`src/hdl/u2u_pkg.sv`:
```
`default_nettype none

package u2u_pkg;

   // Result kinds
   localparam logic [1:0] KIND_UNIT = 2'd0;
   localparam logic [1:0] KIND_END  = 2'd1;
   localparam logic [1:0] KIND_ERR  = 2'd2;

   // Decoder phases
   localparam logic [1:0] PH_IDLE = 2'd0;
   localparam logic [1:0] PH_SEQ  = 2'd1;
   localparam logic [1:0] PH_DROP = 2'd2;

   // Byte class boundaries and payload masks
   localparam logic [7:0] BYTE_CONT   = 8'h80;
   localparam logic [7:0] BYTE_LEAD2  = 8'hC0;
   localparam logic [7:0] BYTE_LEAD3  = 8'hE0;
   localparam logic [7:0] BYTE_LEAD4  = 8'hF0;
   localparam logic [7:0] MASK_LEAD2  = 8'h1F;
   localparam logic [7:0] MASK_LEAD3  = 8'h0F;
   localparam logic [7:0] MASK_CONT   = 8'h3F;

   localparam logic [15:0] CAPACITY_RESET = 16'hFFFF;

   typedef struct packed {
      logic [1:0]  kind;
      logic [15:0] code_unit;
      logic [15:0] unit_count;
   } rsp_type;

endpackage

`default_nettype wire

```
`src/hdl/u2u_decode.sv`:
```
`default_nettype none

module u2u_decode (
   input  wire              clock,
   input  wire              reset,
   input  wire              advance,
   input  wire [7:0]        byte_in,
   input  wire [15:0]       capacity,
   output logic             has_result,
   output u2u_pkg::rsp_type result
);

   logic [1:0]  phase_ff,   phase_in;
   logic        need_ff,    need_in;
   logic [15:0] partial_ff, partial_in;
   logic [15:0] count_ff,   count_in;

   logic [15:0] lead2_bits;
   logic [15:0] lead3_bits;
   logic [15:0] mid_bits;
   logic [15:0] last_bits;
   logic        is_cont;

   // Payload bits of each byte position
   assign lead2_bits = {5'd0, byte_in[4:0] & u2u_pkg::MASK_LEAD2[4:0], 6'd0};
   assign lead3_bits = {byte_in[3:0] & u2u_pkg::MASK_LEAD3[3:0], 12'd0};
   assign mid_bits   = {4'd0, byte_in[5:0] & u2u_pkg::MASK_CONT[5:0], 6'd0};
   assign last_bits  = {10'd0, byte_in[5:0] & u2u_pkg::MASK_CONT[5:0]};
   assign is_cont    = (byte_in >= u2u_pkg::BYTE_CONT) && (byte_in < u2u_pkg::BYTE_LEAD2);

   // Decode one byte against the current phase
   always_comb begin
      phase_in   = phase_ff;
      need_in    = need_ff;
      partial_in = partial_ff;
      count_in   = count_ff;
      has_result = 1'b0;
      result     = '0;
      unique case (phase_ff)
         u2u_pkg::PH_IDLE: begin
            priority if (byte_in == 8'd0) begin
               has_result        = 1'b1;
               result.kind       = u2u_pkg::KIND_END;
               result.unit_count = count_ff;
               phase_in          = u2u_pkg::PH_IDLE;
               need_in           = 1'b0;
               partial_in        = '0;
               count_in          = '0;
            end else if (count_ff >= capacity) begin
               has_result  = 1'b1;
               result.kind = u2u_pkg::KIND_ERR;
               phase_in    = u2u_pkg::PH_DROP;
               need_in     = 1'b0;
               partial_in  = '0;
            end else if (byte_in < u2u_pkg::BYTE_CONT) begin
               has_result       = 1'b1;
               result.kind      = u2u_pkg::KIND_UNIT;
               result.code_unit = {8'd0, byte_in};
               count_in         = count_ff + 16'd1;
            end else if (byte_in < u2u_pkg::BYTE_LEAD2) begin
               has_result  = 1'b1;
               result.kind = u2u_pkg::KIND_ERR;
               phase_in    = u2u_pkg::PH_DROP;
               need_in     = 1'b0;
               partial_in  = '0;
            end else if (byte_in < u2u_pkg::BYTE_LEAD3) begin
               partial_in = lead2_bits;
               need_in    = 1'b0;
               phase_in   = u2u_pkg::PH_SEQ;
            end else if (byte_in < u2u_pkg::BYTE_LEAD4) begin
               partial_in = lead3_bits;
               need_in    = 1'b1;
               phase_in   = u2u_pkg::PH_SEQ;
            end else begin
               has_result  = 1'b1;
               result.kind = u2u_pkg::KIND_ERR;
               phase_in    = u2u_pkg::PH_DROP;
               need_in     = 1'b0;
               partial_in  = '0;
            end
         end
         u2u_pkg::PH_SEQ: begin
            priority if (byte_in == 8'd0) begin
               // zero ends the string at once: error, no drop phase
               has_result  = 1'b1;
               result.kind = u2u_pkg::KIND_ERR;
               phase_in    = u2u_pkg::PH_IDLE;
               need_in     = 1'b0;
               partial_in  = '0;
               count_in    = '0;
            end else if (!is_cont) begin
               has_result  = 1'b1;
               result.kind = u2u_pkg::KIND_ERR;
               phase_in    = u2u_pkg::PH_DROP;
               need_in     = 1'b0;
               partial_in  = '0;
            end else if (need_ff) begin
               partial_in = partial_ff | mid_bits;
               need_in    = 1'b0;
            end else begin
               has_result       = 1'b1;
               result.kind      = u2u_pkg::KIND_UNIT;
               result.code_unit = partial_ff | last_bits;
               partial_in       = '0;
               phase_in         = u2u_pkg::PH_IDLE;
               count_in         = count_ff + 16'd1;
            end
         end
         default: begin
            // drop silently until a zero byte clears the string
            if (byte_in == 8'd0) begin
               phase_in   = u2u_pkg::PH_IDLE;
               need_in    = 1'b0;
               partial_in = '0;
               count_in   = '0;
            end
         end
      endcase
   end

   // Advance decoder state once per consumed word
   always_ff @(posedge clock) begin
      if (reset) begin
         phase_ff   <= u2u_pkg::PH_IDLE;
         need_ff    <= 1'b0;
         partial_ff <= '0;
         count_ff   <= '0;
      end else if (advance) begin
         phase_ff   <= phase_in;
         need_ff    <= need_in;
         partial_ff <= partial_in;
         count_ff   <= count_in;
      end
   end

endmodule

`default_nettype wire

```
`src/hdl/u2u_rsp_buf.sv`:
```
`default_nettype none

module u2u_rsp_buf (
   input  wire                   clock,
   input  wire                   reset,
   input  wire                   push,
   input  wire u2u_pkg::rsp_type push_data,
   output logic                  room,
   output logic                  rsp_valid,
   input  wire                   rsp_stall,
   output u2u_pkg::rsp_type      head
);

   logic [1:0]       count_ff, count_in;
   logic [1:0]       count_left;
   logic             pop;
   u2u_pkg::rsp_type slot0_ff, slot0_in;
   u2u_pkg::rsp_type slot1_ff, slot1_in;

   assign rsp_valid  = (count_ff != 2'd0);
   assign head       = slot0_ff;
   assign pop        = rsp_valid && !rsp_stall;
   assign count_left = count_ff - {1'b0, pop};
   assign room       = (count_ff != 2'd2) || pop;

   // Shift on pop, write behind the remaining words
   always_comb begin
      slot0_in = slot0_ff;
      slot1_in = slot1_ff;
      if (pop) begin
         slot0_in = slot1_ff;
      end
      if (push) begin
         if (count_left == 2'd0) begin
            slot0_in = push_data;
         end else begin
            slot1_in = push_data;
         end
      end
      count_in = count_left + {1'b0, push};
   end

   always_ff @(posedge clock) begin
      if (reset) begin
         count_ff <= 2'd0;
      end else begin
         count_ff <= count_in;
      end
   end

   always_ff @(posedge clock) begin
      slot0_ff <= slot0_in;
      slot1_ff <= slot1_in;
   end

endmodule

`default_nettype wire

```
`src/hdl/utf8_to_ucs2_decoder.sv`:
```
// UTF-8 to 16-bit code unit decoder, 1- to 3-byte forms.
// Request channel: req_valid / req_stall carry one UTF-8 byte per word on
// req_byte_in; a zero byte ends the string.
// Response channel: rsp_valid / rsp_stall carry rsp_kind (code unit, end of
// string, error), rsp_code_unit and rsp_unit_count. A byte yields zero or one
// response word.
// Config channel: csr_valid / csr_ready write csr_capacity_units, the most
// units per string; csr_ready is always high. Write it only while idle.
// Path: a taken byte waits in the byte register for the decode stage, and its
// response word goes into the response buffer, whose head drives the ports.
// Throughput: one byte per cycle, set by the single decode stage between the
// byte register and a two-word response buffer, except when a full buffer stalls a byte.
// Reset clears the decoder to await a lead byte, empties the response buffer
// and sets the capacity to 65535.
// When rsp_stall holds, the buffer fills after two words and then req_stall
// rises for the bytes that would produce a response.
`default_nettype none

module utf8_to_ucs2_decoder (
   input  wire         clock,
   input  wire         reset,
   input  wire         req_valid,
   output logic        req_stall,
   input  wire  [7:0]  req_byte_in,
   output logic        rsp_valid,
   input  wire         rsp_stall,
   output logic [1:0]  rsp_kind,
   output logic [15:0] rsp_code_unit,
   output logic [15:0] rsp_unit_count,
   input  wire         csr_valid,
   output logic        csr_ready,
   input  wire  [15:0] csr_capacity_units
);

   logic             in_valid_ff, in_valid_in;
   logic [7:0]       byte_ff;
   logic [15:0]      capacity_ff;
   logic             req_take;
   logic             advance;
   logic             has_result;
   logic             room;
   u2u_pkg::rsp_type result;
   u2u_pkg::rsp_type head;

   assign csr_ready   = 1'b1;
   assign advance     = in_valid_ff && (!has_result || room);
   assign req_stall   = in_valid_ff && !advance;
   assign req_take    = req_valid && !req_stall;
   assign in_valid_in = req_take || (in_valid_ff && !advance);

   // Capacity register
   always_ff @(posedge clock) begin
      if (reset) begin
         capacity_ff <= u2u_pkg::CAPACITY_RESET;
      end else if (csr_valid && csr_ready) begin
         capacity_ff <= csr_capacity_units;
      end
   end

   // Byte register in front of the decode stage
   always_ff @(posedge clock) begin
      if (reset) begin
         in_valid_ff <= 1'b0;
      end else begin
         in_valid_ff <= in_valid_in;
      end
   end

   always_ff @(posedge clock) begin
      if (req_take) begin
         byte_ff <= req_byte_in;
      end
   end

   u2u_decode u_decode (
      .clock      (clock),
      .reset      (reset),
      .advance    (advance),
      .byte_in    (byte_ff),
      .capacity   (capacity_ff),
      .has_result (has_result),
      .result     (result)
   );

   u2u_rsp_buf u_rsp_buf (
      .clock     (clock),
      .reset     (reset),
      .push      (advance && has_result),
      .push_data (result),
      .room      (room),
      .rsp_valid (rsp_valid),
      .rsp_stall (rsp_stall),
      .head      (head)
   );

   assign rsp_kind       = head.kind;
   assign rsp_code_unit  = head.code_unit;
   assign rsp_unit_count = head.unit_count;

endmodule

`default_nettype wire

```
`config.mk`:
```
export PLATFORM = sky130hd
export DESIGN_NAME = utf8_to_ucs2_decoder
export DESIGN_NICKNAME = d
export VERILOG_FILES = /design/src/hdl/u2u_pkg.sv /design/src/hdl/u2u_decode.sv /design/src/hdl/u2u_rsp_buf.sv /design/src/hdl/utf8_to_ucs2_decoder.sv
export SDC_FILE = /design/constraint.sdc
export NUM_CORES = 1
export LEC_CHECK = 0
export ABC_AREA = 1
export ABC_CLOCK_PERIOD_IN_PS = 4420
export CAP_MARGIN = 25
export CORE_MARGIN = 2
export CORE_UTILIZATION = 60
export CTS_CLUSTER_DIAMETER = 60
export CTS_CLUSTER_SIZE = 10
export DETAILED_ROUTE_END_ITERATION = 7
export DONT_BUFFER_PORTS = 1
export PLACE_DENSITY_LB_ADDON = 0.25
export SYNTH_ARGS = -nofsm -noshare
export SYNTH_HDL_FRONTEND = slang
export SYNTH_SLANG_ARGS = --single-unit
export TNS_END_PERCENT = 5
```
`constraint.sdc`:
```
create_clock -name clock -period 4.42 [get_ports clock]
set_input_delay 0.884 -clock clock [delete_from_list [all_inputs] [get_ports clock]]
set_output_delay 0.884 -clock clock [all_outputs]
set_load 0.02 [all_outputs]
```
-- After elaboration in Yosys (flattened, before gate mapping)
Cells that the tools add are included.
- register bits: 130
- bits of input ports: 29
- output and inout bits: 37
- logic and storage cells: 123
- magnitude comparators: 6
- add/subtract/negate cells: 3
- eq/ne operators: 8
- bitwise operators: 3
- mux-type cells: 67
- reductions and logical operators: 22
- operator list (operator ; number):
    $mux 16 ; 23
    $mux 34 ; 3
    $pmux 16 s2 ; 2
    $mux 2 ; 18
    $pmux 18 s2 ; 1
    $lt 8x8->1 const B ; 4
    $add 16x1->16 const B ; 1
    $ge 16x16->1 ; 1
    $mux 1 ; 16
    $or 16x12->16 ; 1
    $or 16x6->16 ; 1
    $ge 8x8->1 const B ; 1
    $logic_not 8->1 ; 1
    $mux 8 ; 1
    $logic_and 1x1->1 ; 6
    $ne 3x1->1 const B ; 2
    $ne 3x3->1 const B ; 2
    $reduce_and 6->1 ; 1
    $logic_not 1->1 ; 4
    $logic_not 2->1 ; 2
    $ne 4x3->1 const B ; 1
    $ne 4x4->1 const B ; 1
    $pmux 1 s2 ; 2
    $pmux 2 s2 ; 1
    11 further kinds ; 13

-- Logic depth before layout (Yosys ltp)
- word-level depth: 16
- gate-level depth with buffers: 20
- gate-level depth less buffers: 19

-- Cells and area by module
Synthesis repeated with hierarchy kept, for this count alone.
- cell total of the unflattened synthesis: 828
- area total of the unflattened synthesis: 6366.1 um^2
- by module, submodules not included (module ; cells each ; area an instance (um^2) ; times used):
    u2u_rsp_buf ; 309 ; 2907.8 ; 1
    u2u_decode ; 427 ; 2488.6 ; 1
    utf8_to_ucs2_decoder ; 92 ; 969.7 ; 1

-- Worst setup path after synthesis
Ideal clock, no wire load.
- kind: input -> register
- start: in rsp_stall
- end: reg u_rsp_buf.slot1_ff[0] (netlist bit), enable pin
- required time: 3995 ps
- path buffers: 0
- arrival: 3375 ps
- setup slack: 620 ps
- stages on the path: 7
- cell sequence: inv_1 -> nand2_1 -> clkinv_1 -> ha_1 -> xor2_1 -> nor2_1 -> nor2_1
- cells in the longest elaborated chain, start to end: 7
- RTL lines (element ; RTL line ; text):
    start: declaration ; utf8_to_ucs2_decoder.sv:26 ; input wire rsp_stall,
    $logic_not 1->1 (*) ; u2u_rsp_buf.sv:22 ; assign pop = rsp_valid && !rsp_stall;
    $logic_and 1x1->1 (*) ; u2u_rsp_buf.sv:22 ;
    parallel branches: the longest is 4 deep, another holds $sub 2x1->2 ; n/a ;
    $reduce_and 2->1 (no source line) (*) ; n/a ;
    end signal: assignment ; u2u_rsp_buf.sv:53 ; slot1_ff <= slot1_in;
    end: declaration ; u2u_rsp_buf.sv:18 ; u2u_pkg::rsp_type slot1_ff, slot1_in;
Every way passes the cells marked *.
A chain may end at the register's enable or synchronous reset.

-- Final worst setup path
- start: reg u_decode.count_ff[5]
- end: out req_stall
- cells in the longest elaborated chain, start to end: 9
- RTL lines (element ; RTL line ; text):
    start: declaration ; u2u_decode.sv:16 ; logic [15:0] count_ff, count_in;
    start signal: assignment ; u2u_decode.sv:132 ; count_ff <= count_in;
    $ge 16x16->1 ; u2u_decode.sv:49 ; end else if (count_ff >= capacity) begin
    $mux 1 ; u2u_decode.sv:49 ;
    $mux 1 ; u2u_decode.sv:41 ; priority if (byte_in == 8'd0) begin
    $pmux 1 s2 ; u2u_decode.sv:39 ; unique case (phase_ff)
    $logic_not 1->1 ; utf8_to_ucs2_decoder.sv:46 ; assign advance = in_valid_ff && (!has_result || room);
    $logic_or 1x1->1 ; utf8_to_ucs2_decoder.sv:46 ;
    $logic_and 1x1->1 ; utf8_to_ucs2_decoder.sv:46 ;
    $logic_not 1->1 ; utf8_to_ucs2_decoder.sv:47 ; assign req_stall = in_valid_ff && !advance;
    $logic_and 1x1->1 ; utf8_to_ucs2_decoder.sv:47 ;
    end: declaration ; utf8_to_ucs2_decoder.sv:23 ; output logic req_stall,
No other way between the ends.

==> flow_summary.yaml <==
run_status:
  status: "complete, no violations"
logic_synthesis:
  synth_area_leaders: "dfxtp_1 (28%), edfxtp_1 (21%), nand2_1 (10%), nor2_1 (6.2%), inv_1 (4.7%)"
  seq_area_frac_synth: 0.489
  synth_top_family_by_area: "simple AND/OR/NAND/NOR gates"
  avgSynthCellArea_sq_um: 8.26
  synth_top_area_frac: 0.277
  syn_nets: 767
  synthCells: 719
  synth_compound_area_frac: 0.101
  ys_types: 39
  synth-main-ff-cell: "dfxtp_1"
  syn_area_sq_um: 5940
  synthMuxAreaShare: 0.0438
  synth-simple-area-share: 0.240
  synthXorXnorAreaFrac: 0.00295
  ys_seq_elements: 124
  synth_edf_count: 42
  async_reset_ff_frac: 0
  synth_fa_ha_area_frac: 0.0400
  yosys.area.top_type: "dfxtp_1"
  ys_warn_count: 0
critical_path:
  worstSetupPathType: "reg2out"
  end_kind: "output port"
  crit_start: "u_decode.count_ff[5]"
  cp-endpoint: "req_stall"
  worst_r2r_endpoint: "u_decode.count_ff[6]"
  arrival_ps: 2360
  reg2regPathDepth: 15
  worst_setup_path_start_kind: "flip-flop"
  required_ps: 3540
  cp_max_fo: 9
  r2r-start: "u_decode.count_ff[5]"
  reg2reg_setup_slack_ps: 1740
finish:
  antenna_cells: 0
  multi_input_area_sq_um: 2550
  fillers: 760
  fin_area_sq_um: 6580
  fin_util: 0.679
  drive_above_1_share: 0.0992
  stdcell_count: 859
  area_growth_pct: 10.8
  register_area_sq_um: 2900
  fin_nets: 761
sta:
  slew_headroom: 0.479
  setup_tns_ps: 0
  min_period_ps: 3240
  skew_ps: 6.39
  setup_viol: 0
  rsz0062_at_grt: "no"
  hold_viol: 0
  holdWs_ps: 440
  drv_slew: 0
  timing.final.crit_share: 0.733
  max_clock_freq_ghz: 0.309
  worst_slew_pin_slew_ps: 777
  setup_ws_ps: 1180
clock_tree:
  cts_buffers: 17
  clock-root-buffer: "clkbuf_8"
  post-cts-setup-buffers: 0
  path_clk_slew_ps: 60
  insertion_delay_ps: 510
  cts_sinks: 124
  cts_max_path_buffers: 2
  post_cts_resized: 0
  cts-htree-levels: 4
  cts_tree: "done"
  cts-hold-fix-buffers: 0
die:
  io_pins: 66
  initial_core_util: 0.613
  die_w_microns: 103
  core-area_sq_um: 9680
  rows: 36
  dieArea_sq_um: 10700
  die_h_microns: 103
placement:
  placed_area_sq_um: 5950
  post-dp-hpwl_microns: 8640
  pre_cts_slack_ps: 1620
  post-place-cells: 827
  gp_congestion: 0.838
  port_buffers: 0
grt:
  grt_busiest_layer: "met2"
  grt_pass1_vias: 4282
  antenna_found_initial: 0
  track_usage: 0.248
  globalRouteMet3Util: 0.0638
  grt_pass1_wl_microns: 20500
  met1_usage: 0.348
  grt_max_degree: 61
  grt_overflow: 0
  grtUsageMet2: 0.371
route:
  num_vias: 4688
  antenna_left: 0
  vias_per_cell: 5.46
  firstDrtPassIters: 5
  drc: 0
  drtIter0Drc: 385
  wl_per_cell_microns: 15.0
  wl_microns: 12900
power_and_ir_drop:
  leakage_nw: 3.01
  ir_drop_mv: 0.295
  pwr_density_cell_nw_per_um2: 595
  power_mw: 3.91
run:
  drv_cap: 0
min_path:
  min_path_type: "in2reg"
[flip-flops by register name, summed over array words and instances (netlist names)]
register             count
capacity_ff             16
u_decode.need_ff         1
u_rsp_buf.slot1_ff      34
u_rsp_buf.head          34
in_valid_ff              1
u_decode.phase_ff        2
u_decode.partial_ff     10
u_decode.count_ff       16
byte_ff                  8
u_rsp_buf.count_ff       2
[cells by family after synthesis]
logic type,count (synthesis)
fa+ha+maj,19
xor+xnor,2
buf+inv,112
compound gates,114
flops,124
mux,26
simple gates,321
other cells,1
[critical path: stages (launching register included)]
cell and delay, ps:
dfxtp_1 480, ha_1 310, nand2_1 60, nand2_1 50, nand2_1 60, nand2_1 60
nor2_1 110, nand2_1 70, nand2_2 120, nand3_2 110, nand2_2 80, nand2_2 90
nand3_1 110, inv_1 140
[Yosys cell counts, types with 2 or more instances]
| cell type | number |
|---|---|
| clkinv_1 | 2 |
| nand2_4 | 2 |
| nand2_2 | 5 |
| a21oi_1 | 33 |
| nor2_4 | 3 |
| o22ai_1 | 2 |
| o21ai_1 | 33 |
| nor2_1 | 98 |
| mux2i_1 | 26 |
| nor3_1 | 7 |
| o21ai_0 | 36 |
| nor2_2 | 7 |
| edfxtp_1 | 42 |
| a211oi_1 | 7 |
| xor2_1 | 2 |
| clkbuf_1 | 12 |
| buf_6 | 5 |
| nor3b_1 | 2 |
| nand3_2 | 4 |
| nand2_1 | 160 |
| buf_4 | 6 |
| dfxtp_1 | 82 |
| nand4_1 | 7 |
| nor4_1 | 3 |
| buf_2 | 4 |
| nand3_1 | 16 |
| ha_1 | 19 |
| nand4_2 | 3 |
| inv_2 | 8 |
| inv_1 | 74 |
[worst min path at each step]
stage,to,cells after the start,slack (ps),start
2_1_floorplan,u_decode.partial_ff[11],2,430,u_decode.partial_ff[11]
3_3_place_gp,u_decode.partial_ff[11],2,450,u_decode.partial_ff[11]
3_5_place_dp,u_decode.partial_ff[11],2,450,u_decode.partial_ff[11]
4_1_cts,u_decode.count_ff[2],1,430,reset
5_1_grt,u_decode.partial_ff[10],1,420,reset
6_report,u_decode.partial_ff[10],1,440,reset
[placed cells by master (no fill, tap or decap), types with 8 or more instances in the layout]
cell       count
dfxtp_1       82
nand3_1       16
nor2_2         8
edfxtp_1      42
clkbuf_16     17
nor2_1        97
mux2i_1       26
o21ai_1       33
inv_1         74
a21oi_1       33
o21ai_0       36
ha_1          19
nand2_1      160
inv_2          8
[per-layer routing]
metal / part of all wire / up-vias / wire, microns
li1: - / 2337 / -
met1: 0.46 / 2160 / 5890
met2: 0.45 / 167 / 5830
met3: 0.069 / 24 / 888
met4: 0.019 / 0 / 245
met5: 0 / - / 0
[cell type report]
cell class,count,share of cell area
flip-flops and latches,124,0.441
multi-input cells,483,0.387
clock buffers,20,0.0709
inverters,85,0.0489
well taps,133,0.0253
clock inverters,12,0.0240
repair buffers,2,0.00228
[where the power goes]
part           internal [mW]  switching (mW)  total (mW)
Combinational          0.263           0.467       0.729
Sequential              1.43           0.310        1.74
Clock                  0.927           0.517        1.44
No activity file was read; power rests on OpenSTA's default activity.
